[src/rtl/dna_base_packer_macros.svh]
// Assertion macros shared by the packer RTL.
`ifndef DNA_BASE_PACKER_MACROS_SVH
`define DNA_BASE_PACKER_MACROS_SVH
`ifndef ASSERT_OFF
// Check on every clock edge outside reset.
`define DBP_ASSERT(lbl, prop, msg) \
	lbl: assert property (@(posedge clk) disable iff (!arst_n) prop) else $error(msg);
// Check on every clock edge, reset included.
`define DBP_ASSERT_RST(lbl, prop, msg) \
	lbl: assert property (@(posedge clk) prop) else $error(msg);
`else
`define DBP_ASSERT(lbl, prop, msg)
`define DBP_ASSERT_RST(lbl, prop, msg)
`endif
`endif

[src/rtl/dbp_pkg.sv]
// Package: pack modes and letter code tables for the DNA base packer.
`timescale 1ns / 1ps
`default_nettype none
package dbp_pkg;

	typedef logic [1:0] mode_t;
	typedef logic [1:0] fill_t;

	localparam mode_t MODE_IUPAC  = 2'd0;
	localparam mode_t MODE_NIBBLE = 2'd1;
	localparam mode_t MODE_BASE2  = 2'd2;

	// Fold lower case letters onto upper case.
	function automatic logic [7:0] fold_upper(input logic [7:0] c);
		if (c >= "a" && c <= "z") begin
			return c - 8'd32;
		end
		return c;
	endfunction

	// 4-bit IUPAC code; anything outside the table maps to zero.
	function automatic logic [3:0] iupac_code(input logic [7:0] c);
		logic [3:0] code;
		unique case (fold_upper(c))
			"A": code = 4'd1;
			"C": code = 4'd2;
			"M": code = 4'd3;
			"G": code = 4'd4;
			"R": code = 4'd5;
			"S": code = 4'd6;
			"V": code = 4'd7;
			"T": code = 4'd8;
			"W": code = 4'd9;
			"Y": code = 4'd10;
			"H": code = 4'd11;
			"K": code = 4'd12;
			"D": code = 4'd13;
			"B": code = 4'd14;
			default: code = 4'd0;
		endcase
		return code;
	endfunction

	// 2-bit base code; A and every other letter map to zero.
	function automatic logic [1:0] base2_code(input logic [7:0] c);
		logic [1:0] code;
		unique case (fold_upper(c))
			"C": code = 2'd1;
			"G": code = 2'd2;
			"T": code = 2'd3;
			default: code = 2'd0;
		endcase
		return code;
	endfunction

endpackage
`default_nettype wire

[src/rtl/dbp_in_if.sv]
// Interface: letter request channel (ASCII letter plus last flag).
`timescale 1ns / 1ps
`default_nettype none
interface dbp_in_if;
	logic       valid;
	logic       ready;
	logic [7:0] base_char;
	logic       last_in;

	modport source (output valid, output base_char, output last_in, input ready);
	modport sink (input valid, input base_char, input last_in, output ready);
endinterface
`default_nettype wire

[src/rtl/dbp_out_if.sv]
// Interface: packed byte request channel (byte plus last flag).
`timescale 1ns / 1ps
`default_nettype none
interface dbp_out_if;
	logic       valid;
	logic       ready;
	logic [7:0] packed_byte;
	logic       last_out;

	modport source (output valid, output packed_byte, output last_out, input ready);
	modport sink (input valid, input packed_byte, input last_out, output ready);
endinterface
`default_nettype wire

[src/rtl/dna_base_packer.sv]
// DNA base packer: ASCII nucleotide letters in, IUPAC or 2-bit packed bytes out.
//
// Channels: "letter" takes one ASCII letter per request with a last flag;
// "coded" returns encoded bytes with a last flag. Both are valid/ready.
// cfg_we/cfg_wdata write pack_mode (0 one IUPAC code per byte, 1 two IUPAC
// nibbles per byte, 2 four 2-bit bases per byte, 3 acts as 0). A mode write
// also drops any partly filled byte; write it only while the block is idle.
//
// Throughput: one letter per cycle while coded is not held off, set by the
// single encode-and-merge step between the input register and the output register.
// Path: an accepted letter is registered in the input register; once the output
// register is free, the byte it completes is registered in the output register
// and is valid on the coded channel. Modes 1 and 2 emit one byte per two or
// four letters; a last letter flushes a partial byte padded with zeros and
// marked last.
// Stall: while coded is held off, the output register keeps its byte, the
// input register holds one more letter, and letter.ready drops after that.
// Reset: arst_n clears both stage valids, the mode (to 0) and the partial byte.
`timescale 1ns / 1ps
`default_nettype none
`include "dna_base_packer_macros.svh"
module dna_base_packer (
	input  wire logic          clk,
	input  wire logic          arst_n,
	dbp_in_if.sink             letter,
	dbp_out_if.source          coded,
	input  wire logic          cfg_we,
	input  wire dbp_pkg::mode_t cfg_wdata
);
	import dbp_pkg::*;

	// Configuration and packing state.
	mode_t      mode_q;
	logic [7:0] partial_q;
	fill_t      fill_q;

	// Input stage: one accepted letter.
	logic       v_s1;
	logic [7:0] char_s1;
	logic       last_s1;

	// Output stage: one finished byte.
	logic       v_s2;
	logic [7:0] byte_s2;
	logic       last_s2;

	logic       s2_free;
	logic       adv_s1;
	logic       in_acc;

	logic [3:0] nib;
	logic [1:0] b2;
	logic [7:0] merged;
	logic       emit;
	logic [7:0] emit_byte;
	logic [7:0] partial_d;
	fill_t      fill_d;

	// The output register frees up when empty or when its byte is taken.
	assign s2_free = !v_s2 || coded.ready;
	assign adv_s1  = v_s1 && s2_free;
	assign letter.ready = !v_s1 || s2_free;
	assign in_acc  = letter.valid && letter.ready;

	assign coded.valid       = v_s2;
	assign coded.packed_byte = byte_s2;
	assign coded.last_out    = last_s2;

	// Encode the held letter and merge it into the partial byte.
	always_comb begin
		nib = iupac_code(char_s1);
		b2  = base2_code(char_s1);
		// Place the 2-bit code at the slot for the current fill level.
		case (fill_q)
			2'd0: merged = partial_q | {b2, 6'b0};
			2'd1: merged = partial_q | {2'b0, b2, 4'b0};
			2'd2: merged = partial_q | {4'b0, b2, 2'b0};
			default: merged = partial_q | {6'b0, b2};
		endcase
		emit      = 1'b1;
		emit_byte = {4'b0, nib};
		partial_d = partial_q;
		fill_d    = fill_q;
		unique case (mode_q)
			MODE_NIBBLE: begin
				if (fill_q == 2'd0) begin
					// First nibble goes high; flush it alone on a last letter.
					emit_byte = {nib, 4'b0};
					emit      = last_s1;
					partial_d = last_s1 ? 8'd0 : {nib, 4'b0};
					fill_d    = last_s1 ? 2'd0 : 2'd1;
				end else begin
					emit_byte = {partial_q[7:4], nib};
					partial_d = 8'd0;
					fill_d    = 2'd0;
				end
			end
			MODE_BASE2: begin
				emit      = (fill_q == 2'd3) || last_s1;
				emit_byte = merged;
				partial_d = emit ? 8'd0 : merged;
				fill_d    = emit ? 2'd0 : fill_q + 2'd1;
			end
			default: begin
				// One IUPAC code per byte; partial state stays untouched.
				emit      = 1'b1;
				emit_byte = {4'b0, nib};
			end
		endcase
	end

	// Control: stage valids, mode and packing state.
	always_ff @(posedge clk or negedge arst_n) begin
		if (!arst_n) begin
			v_s1      <= 1'b0;
			v_s2      <= 1'b0;
			mode_q    <= MODE_IUPAC;
			partial_q <= 8'd0;
			fill_q    <= 2'd0;
		end else begin
			if (letter.ready) begin
				v_s1 <= letter.valid;
			end
			if (s2_free) begin
				v_s2 <= adv_s1 && emit;
			end
			if (cfg_we) begin
				// New mode: drop whatever partial byte was gathered.
				mode_q    <= cfg_wdata;
				partial_q <= 8'd0;
				fill_q    <= 2'd0;
			end else if (adv_s1) begin
				partial_q <= partial_d;
				fill_q    <= fill_d;
			end
		end
	end

	// Payload: capture the letter, then the finished byte.
	always_ff @(posedge clk) begin
		if (in_acc) begin
			char_s1 <= letter.base_char;
			last_s1 <= letter.last_in;
		end
		if (adv_s1 && emit) begin
			byte_s2 <= emit_byte;
			last_s2 <= last_s1;
		end
	end

	`DBP_ASSERT_RST(a_reset_empty, (!arst_n) |=> (!v_s1 && !v_s2), "stage valid set in reset")
	`DBP_ASSERT(a_iupac_no_fill, ((mode_q == MODE_IUPAC) || (mode_q == 2'd3)) |-> (fill_q == 2'd0), "fill count in IUPAC mode")
	`DBP_ASSERT(a_nibble_fill, (mode_q == MODE_NIBBLE) |-> (fill_q <= 2'd1), "nibble mode fill above one")
	`DBP_ASSERT(a_last_flushes, (adv_s1 && last_s1) |=> (fill_q == 2'd0), "partial byte kept after last letter")
	`DBP_ASSERT(a_base2_low_clear, ((mode_q == MODE_BASE2) && (fill_q == 2'd1)) |-> (partial_q[5:0] == 6'd0), "unfilled slots not zero")

endmodule
`default_nettype wire

[src/flat_wrapper.sv]
// flat-port wrapper written by rule: the top's interface ports become plain ports
module dna_base_packer_flat import dbp_pkg::*;
  (clk, arst_n, cfg_we, cfg_wdata, letter_valid, letter_base_char, letter_last_in, letter_ready, coded_valid, coded_packed_byte, coded_last_out, coded_ready);
  dbp_in_if letter_i ();
  dbp_out_if coded_i ();
  input  wire logic clk;
  input  wire logic arst_n;
  input  wire logic cfg_we;
  input  wire dbp_pkg::mode_t cfg_wdata;
  input wire logic [$bits(letter_i.valid)-1:0] letter_valid;
  input wire logic [$bits(letter_i.base_char)-1:0] letter_base_char;
  input wire logic [$bits(letter_i.last_in)-1:0] letter_last_in;
  output wire logic [$bits(letter_i.ready)-1:0] letter_ready;
  output wire logic [$bits(coded_i.valid)-1:0] coded_valid;
  output wire logic [$bits(coded_i.packed_byte)-1:0] coded_packed_byte;
  output wire logic [$bits(coded_i.last_out)-1:0] coded_last_out;
  input wire logic [$bits(coded_i.ready)-1:0] coded_ready;
  assign letter_i.valid = letter_valid;
  assign letter_i.base_char = letter_base_char;
  assign letter_i.last_in = letter_last_in;
  assign letter_ready = letter_i.ready;
  assign coded_valid = coded_i.valid;
  assign coded_packed_byte = coded_i.packed_byte;
  assign coded_last_out = coded_i.last_out;
  assign coded_i.ready = coded_ready;
  dna_base_packer u_core (.clk(clk), .arst_n(arst_n), .letter(letter_i), .coded(coded_i), .cfg_we(cfg_we), .cfg_wdata(cfg_wdata));
endmodule
[config.mk]
export PLATFORM = sky130hd
export DESIGN_NAME = dna_base_packer_flat
export DESIGN_NICKNAME = d
export VERILOG_FILES = /design/src/rtl/dbp_pkg.sv /design/src/rtl/dbp_in_if.sv /design/src/rtl/dbp_out_if.sv /design/src/rtl/dna_base_packer.sv /design/src/flat_wrapper.sv
export VERILOG_INCLUDE_DIRS = /design/src /design/src/rtl
export SDC_FILE = /design/constraint.sdc
export NUM_CORES = 1
export LEC_CHECK = 0
export ABC_AREA = 1
export BUFFER_PORTS_ARGS = -buffer_cell sky130_fd_sc_hd__buf_2
export CAP_MARGIN = 20
export CORE_ASPECT_RATIO = 0.5
export CORE_MARGIN = 3
export CORE_UTILIZATION = 51
export CTS_CLUSTER_SIZE = 8
export DETAILED_ROUTE_END_ITERATION = 16
export PLACE_DENSITY = 0.75
export SYNTH_ARGS = -nofsm -noshare
export SYNTH_HDL_FRONTEND = slang
export SYNTH_SLANG_ARGS = --single-unit
[constraint.sdc]
create_clock -name clk -period 1.9 [get_ports clk]
set_input_delay 0.19 -clock clk [delete_from_list [all_inputs] [get_ports clk]]
set_output_delay 0.19 -clock clk [all_outputs]
set_load 0.02 [all_outputs]
Yosys cells after proc, flatten, opt, wreduce, memory -nomap -nowiden
Index checks and enable logic that the tools add are counted.
- register bits after elaboration: 32
- bits of input ports: 16
- output and inout bits: 11
- logic and storage cells: 71
- add/subtract/negate cells: 2
- $lt $le $gt $ge: 2
- eq/ne operators: 19
- muxes and demuxes: 22
- bitwise logic cells: 4
- reductions and logical operators: 13
- operators with widths (kind ; count):
    equality test 8 x 7 -> 1 bit (second input constant) ; 14
    two-way mux 8 bit ; 8
    one-hot mux 4 bit (14 select lines) ; 1
    one-hot mux 8 bit (2 select lines) ; 2
    one-hot mux 8 bit (3 select lines) ; 1
    greater-or-equal comparator 8 x 7 -> 1 bit (second input constant) ; 1
    <= comparator 8 x 7 -> 1 bit (second input constant) ; 1
    two-way mux 2 bit ; 4
    OR 8 x 2 -> 8 bit ; 1
    OR 8 x 4 -> 8 bit ; 1
    OR 8 x 6 -> 8 bit ; 1
    OR 8 bit ; 1
    subtractor 8 x 6 -> 8 bit (second input constant) ; 1
    equality test 2 bit (second input constant) ; 3
    one-hot mux 2 bit (3 select lines) ; 1
    equality test 2 x 1 -> 1 bit (second input constant) ; 2
    logical AND 1 bit ; 4
    one-hot mux 2 bit (2 select lines) ; 1
    logical OR 1 bit ; 3
    two-way mux 1 bit ; 3
    nonzero test 3 bit ; 1
    adder 2 x 1 -> 2 bit (second input constant) ; 1
    zero test 1 bit ; 2
    zero test 2 bit ; 1
    3 further kinds ; 3

Logic depth before layout (Yosys ltp)
- depth in word-level cells: 12
- depth in mapped cells: 15
- depth with buffers taken out: 15

Worst setup path after synthesis
No wires, ideal clock.
- path kind: register to register
- start: reg u_core.fill_q[0]
- end: reg u_core.byte_s2[4] (netlist: u_core.coded.packed_byte[4]) (data pin)
- setup time: 0.266 ns
- arrival time: 1.632 ns
- required time: 1.634 ns
- path slack: 0.002 ns
- cell stages (with the launch flop): 12
- buffers on the path: 0
- period minus slack after synthesis: 1.898 ns
- cells stage by stage: dfrtp_1 inv_1 ha_1 or2_2 nor3_1 inv_1 nand2_1 nand2_1 nand2_1 nand2_1 nor2_1 nor2_1
- longest elaborated chain between the ends: 3
- elaborated cells between the ends (all ways): 6
- classes of those cells: eq/ne: 2; mux: 3; reduce/logical: 1
- ends and longest elaborated chain (item ; RTL line ; source):
    from (decl) ; dna_base_packer.sv:35 ; fill_t fill_q;
    from (signal assigned) ; dna_base_packer.sv:134 ; fill_q <= fill_d;
    equality test 2 bit (tied with other cells) ; dna_base_packer.sv:74 ; case (fill_q)
    one-hot mux 8 bit (3 select lines) / two-way mux 8 bit (equally long branches) ; dna_base_packer.sv:74, dna_base_packer.sv:86 ;
    one-hot mux 8 bit (2 select lines) * ; dna_base_packer.sv:84 ; unique case (mode_q)
    via u_core.emit_byte[4] ; dna_base_packer.sv:55 ; logic [7:0] emit_byte;
    to (signal assigned) ; dna_base_packer.sv:146 ; byte_s2 <= emit_byte;
    to (decl) ; dna_base_packer.sv:44 ; logic [7:0] byte_s2;
Mark *: on every way through the listed nets, which the timed path passes. The rest lies on a longest branch.
A chain may end at the register's enable or synchronous reset.

Worst setup path after layout
- start: reg u_core.char_s1[3]
- end: reg u_core.byte_s2[5] (netlist: u_core.coded.packed_byte[5]) (data pin)
- longest elaborated chain between the ends: 9
- elaborated cells between the ends (all ways): 27
- classes of those cells: add/sub: 1; order compare: 2; eq/ne: 14; mux: 8; bitwise: 1; reduce/logical: 1
- ends and longest elaborated chain (item ; RTL line ; source):
    from (decl) ; dna_base_packer.sv:39 ; logic [7:0] char_s1;
    from (signal assigned) ; dna_base_packer.sv:142 ; char_s1 <= letter.base_char;
    greater-or-equal comparator 8 x 7 -> 1 bit / <= comparator 8 x 7 -> 1 bit (equally long branches) ; dbp_pkg.sv:15 ; if (c >= "a" && c <= "z") begin
    logical AND 1 bit ; dbp_pkg.sv:15 ;
    two-way mux 1 bit ; dbp_pkg.sv:15 ;
    two-way mux 8 bit * ; dbp_pkg.sv:18 ; return c;
    equality test 8 x 7 -> 1 bit ; dbp_pkg.sv:24, dbp_pkg.sv:47 ;
    one-hot mux 2 bit (3 select lines) ; dbp_pkg.sv:47 ; unique case (fold_upper(c))
    OR 8 x 6 -> 8 bit ; dna_base_packer.sv:76 ; 2'd1: merged = partial_q | {2'b0, b2, 4'b0};
    one-hot mux 8 bit (3 select lines) ; dna_base_packer.sv:74 ;
    one-hot mux 8 bit (2 select lines) * ; dna_base_packer.sv:84 ;
    via u_core.emit_byte[5] ; dna_base_packer.sv:55 ;
Mark *: on every way through the listed nets, which the timed path passes. The rest lies on a longest branch. The select of a mux whose other input is x is not followed.

==> results_dict.tcl <==
set metrics [dict create \
    synth_fp_nets 273 \
    die_h_um 49.61 \
    slew_violations 0 \
    cp.arrival_ps 2100 \
    yosysWarnings 0 \
    hp-start "letter_base_char[5]" \
    relSlewSlack 0.7045 \
    gp_congestion 0.8529 \
    asyncSetResetFlopFracSynth 0.4375 \
    fin_skew_ps 5.267 \
    p_int_w 0.001201 \
    cpMostUsedCell "nand2_2" \
    yosys_register_bits 32 \
    dp_slack_ps -60.15 \
    p_switching_w 0.0005443 \
    synth_edf_count 18 \
    syn_inst 250 \
    reg2reg_to "u_core.coded.packed_byte[5]" \
    hold_end "u_core.char_s1[5]" \
    via_count 1793 \
    dieArea_um2 4624 \
    io_buffers 26 \
    hp-class "in2reg" \
    worst_skew_pair.late_latency_ps 290 \
    power_w 0.001745 \
    cts_max_level 2 \
    diodes 0 \
    setup_viol 7 \
    crit_type "reg2reg" \
    r2r_cells 13 \
    dr.first_iter.drc_count 100 \
    grt_pass1_wl_mm 7.396 \
    cts_tree "done" \
    row_count 15 \
    final_nets 320 \
    start_util 0.5467 \
    synthTopCellsByCount "64 x nand2_1, 38 x inv_1, 32 x nor2_1" \
    core_um2 3547 \
    gr-usage-all-layers 0.2110 \
    numCtsBuffers 5 \
    numClockSinks 32 \
    drtPass1Iterations 5 \
    grt_overflow 0 \
    tightest_slew_ps 439.5 \
    r2r_slack_ps -50 \
    syn_area_um2 1939 \
    crit_slowest_cell "edfxtp_1" \
    sw_frac_of_total 0.3119 \
    viasPerCell 5.138 \
    synth_top_area_share 0.2787 \
    synth_cell_types 26 \
    maxCapViolCount 0 \
    vdd_drop_max_uv 541.7 \
    status "complete, but fails checks" \
    path_clk_slew_ps 70 \
    timing_hold_violations_final 0 \
    antenna_violating_nets_post_route 0 \
    crit_fanout 8 \
    antenna_found_initial 0 \
    fin_ws_ps -54.02 \
    grt_pass1_vias 1662 \
    root_buffer "clkbuf_8" \
    ys_top_cells_by_area "edfxtp_1 28%, dfrtp_1 18%, nand2_1 12%" \
    crit_required_ps 2050 \
    crit_path_cell_trace "nor2_2 -> nand3_2 -> nand4_4 -> nand3_4 -> nor2_4 -> nand2_2 -> nand2_4 -> nand2_2 -> nand2_2 -> nand2_1 -> nand2_1 -> nor2_1 -> nor2_1" \
    p_comb_frac 0.233 \
    rsz0062_at_grt "true" \
    tns_ps -208.9 \
    start_kind "flip-flop" \
    layout_min_cycle_time_ps 1954 \
    utilization 0.6924 \
    p_clk_frac 0.292 \
    drive_gt1_frac 0.2886 \
    failed_checks "setup timing" \
    holdPathStages 1 \
    slowest_delay_ps 460 \
    hold-worst-slack_ps 70.83 \
    ys.flop_type "edfxtp_1" \
    ys_seq_area_frac 0.4594 \
    drt_wl_total_mm 4.578 \
    synth_largest_area_cell "edfxtp_1" \
    area_growth_pct 26.65 \
    end_kind "flip-flop" \
    cts_buffer_depth 2 \
    yosysMostFrequentCell "nand2_1" \
    r2r_start "u_core.char_s1[3]" \
    timing.fmax_mhz 511.8 \
    hpwl_mm 3.320 \
    drc 0 \
    pwr-share-seq 0.475 \
    powerDensity_nw_per_um2 710.6 \
    pin_count 27 \
    leakagePower_nw 1.174 \
    die_w_um 93.21 \
    min_period_over_period 1.028 \
    grt_max_degree 15 \
    wl_per_cell_um 13.12 \
    avgSynthCellArea_um2 7.757 \
]
==> worst max path at each step <==
stage	from	end	slack, ps
2_1_floorplan	u_core.fill_q[0]	u_core.coded.packed_byte[4]	2
3_3_place_gp	u_core.char_s1[5]	u_core.coded.packed_byte[3]	-10
3_5_place_dp	u_core.char_s1[5]	u_core.coded.packed_byte[3]	-60
4_1_cts	u_core.char_s1[5]	u_core.coded.packed_byte[6]	-30
5_1_grt	u_core.char_s1[2]	u_core.coded.packed_byte[5]	-220
6_report	u_core.char_s1[3]	u_core.coded.packed_byte[5]	-50
==> worst max-delay path, delay by kind of cell (launching register included) <==
kind | cells | cell delay, ps
flops | 1 | 460
simple gates | 13 | 1360
==> layout by cell type (no fill, tap or decap), types with 2 or more instances in the layout <==
master,Yosys,final
ha_1,7,7
nor2_1,32,25
a21oi_2,0,3
nand2_2,6,8
nand2_4,1,4
buf_4,0,16
a21oi_1,10,7
inv_1,38,35
inv_2,0,3
buf_2,2,26
clkbuf_1,2,2
o21ai_1,7,6
nand3_2,2,3
clkbuf_8,0,5
nand3_1,18,16
o211ai_1,2,2
nand2_1,64,59
dfrtp_1,14,14
o22ai_1,6,6
o21ai_0,8,8
nor2_2,2,8
nor2_4,2,3
edfxtp_1,18,18
==> layer usage <==
layer	global-route usage	part of all wire	routed length [um]
met1	0.2544	0.43	1972
met4	0.09489	0.014	63
met2	0.3516	0.48	2198
met3	0.06250	0.075	343
met5	0	0	0
==> logic make-up (layout without fill, tap and decap cells) <==
kind of cell	after synthesis	count (layout)	synth area share
buf+inv	42	90	0.08258
compound gates	37	37	0.1090
flops	32	32	0.4594
fa+ha+maj	7	7	0.04516
simple gates	132	132	0.3039
==> through the flow <==
step	area, um^2	cells
floorplan	1939	250
global placement	2226	336
detailed placement	2226	336
CTS	2374	346
global route	2456	349
finish	2456	349
==> state kept, by name, summed over array words and instances, names as in the netlist <==
name,flops
u_core.char_s1,8
u_core.coded.packed_byte,8
u_core.partial_q,8
u_core.fill_q,2
u_core.mode_q,2
u_core.coded.last_out,1
u_core.coded.valid,1
u_core.last_s1,1
u_core.v_s1,1
==> timing repair <==
action / in CTS / in global routing
endpoints found under the hold margin: 14 / 0
cloned: 0 / 0
setup buffers: 1 / 3
hold buffers: 1 / 0
pin swaps: 6 / 17
endpoints found under the setup margin: 8 / 24
gates resized for setup: 13 / 17
==> cell type report <==
cell class,instances,area (um^2)
Clock buffer,7,76.32
Clock inverter,1,3.754
Fill cell,304,1091
Inverter,38,142.6
Multi-Input combinational cell,176,998.5
Sequential cell,32,890.9
Tap cell,51,63.81
Timing Repair Buffer,44,280.3
==> power groups by stage <==
stage	Clock [W]	Sequential (W)	Combinational, W
floorplan	0	0.000877	0.000186
global placement	0	0.000838	0.000360
global route	0.000547	0.000835	0.000450
CTS	0.000514	0.000827	0.000381
finish	0.000509	0.000830	0.000406
detailed placement	0	0.000841	0.000370
(Power assumes the default switching activity.)
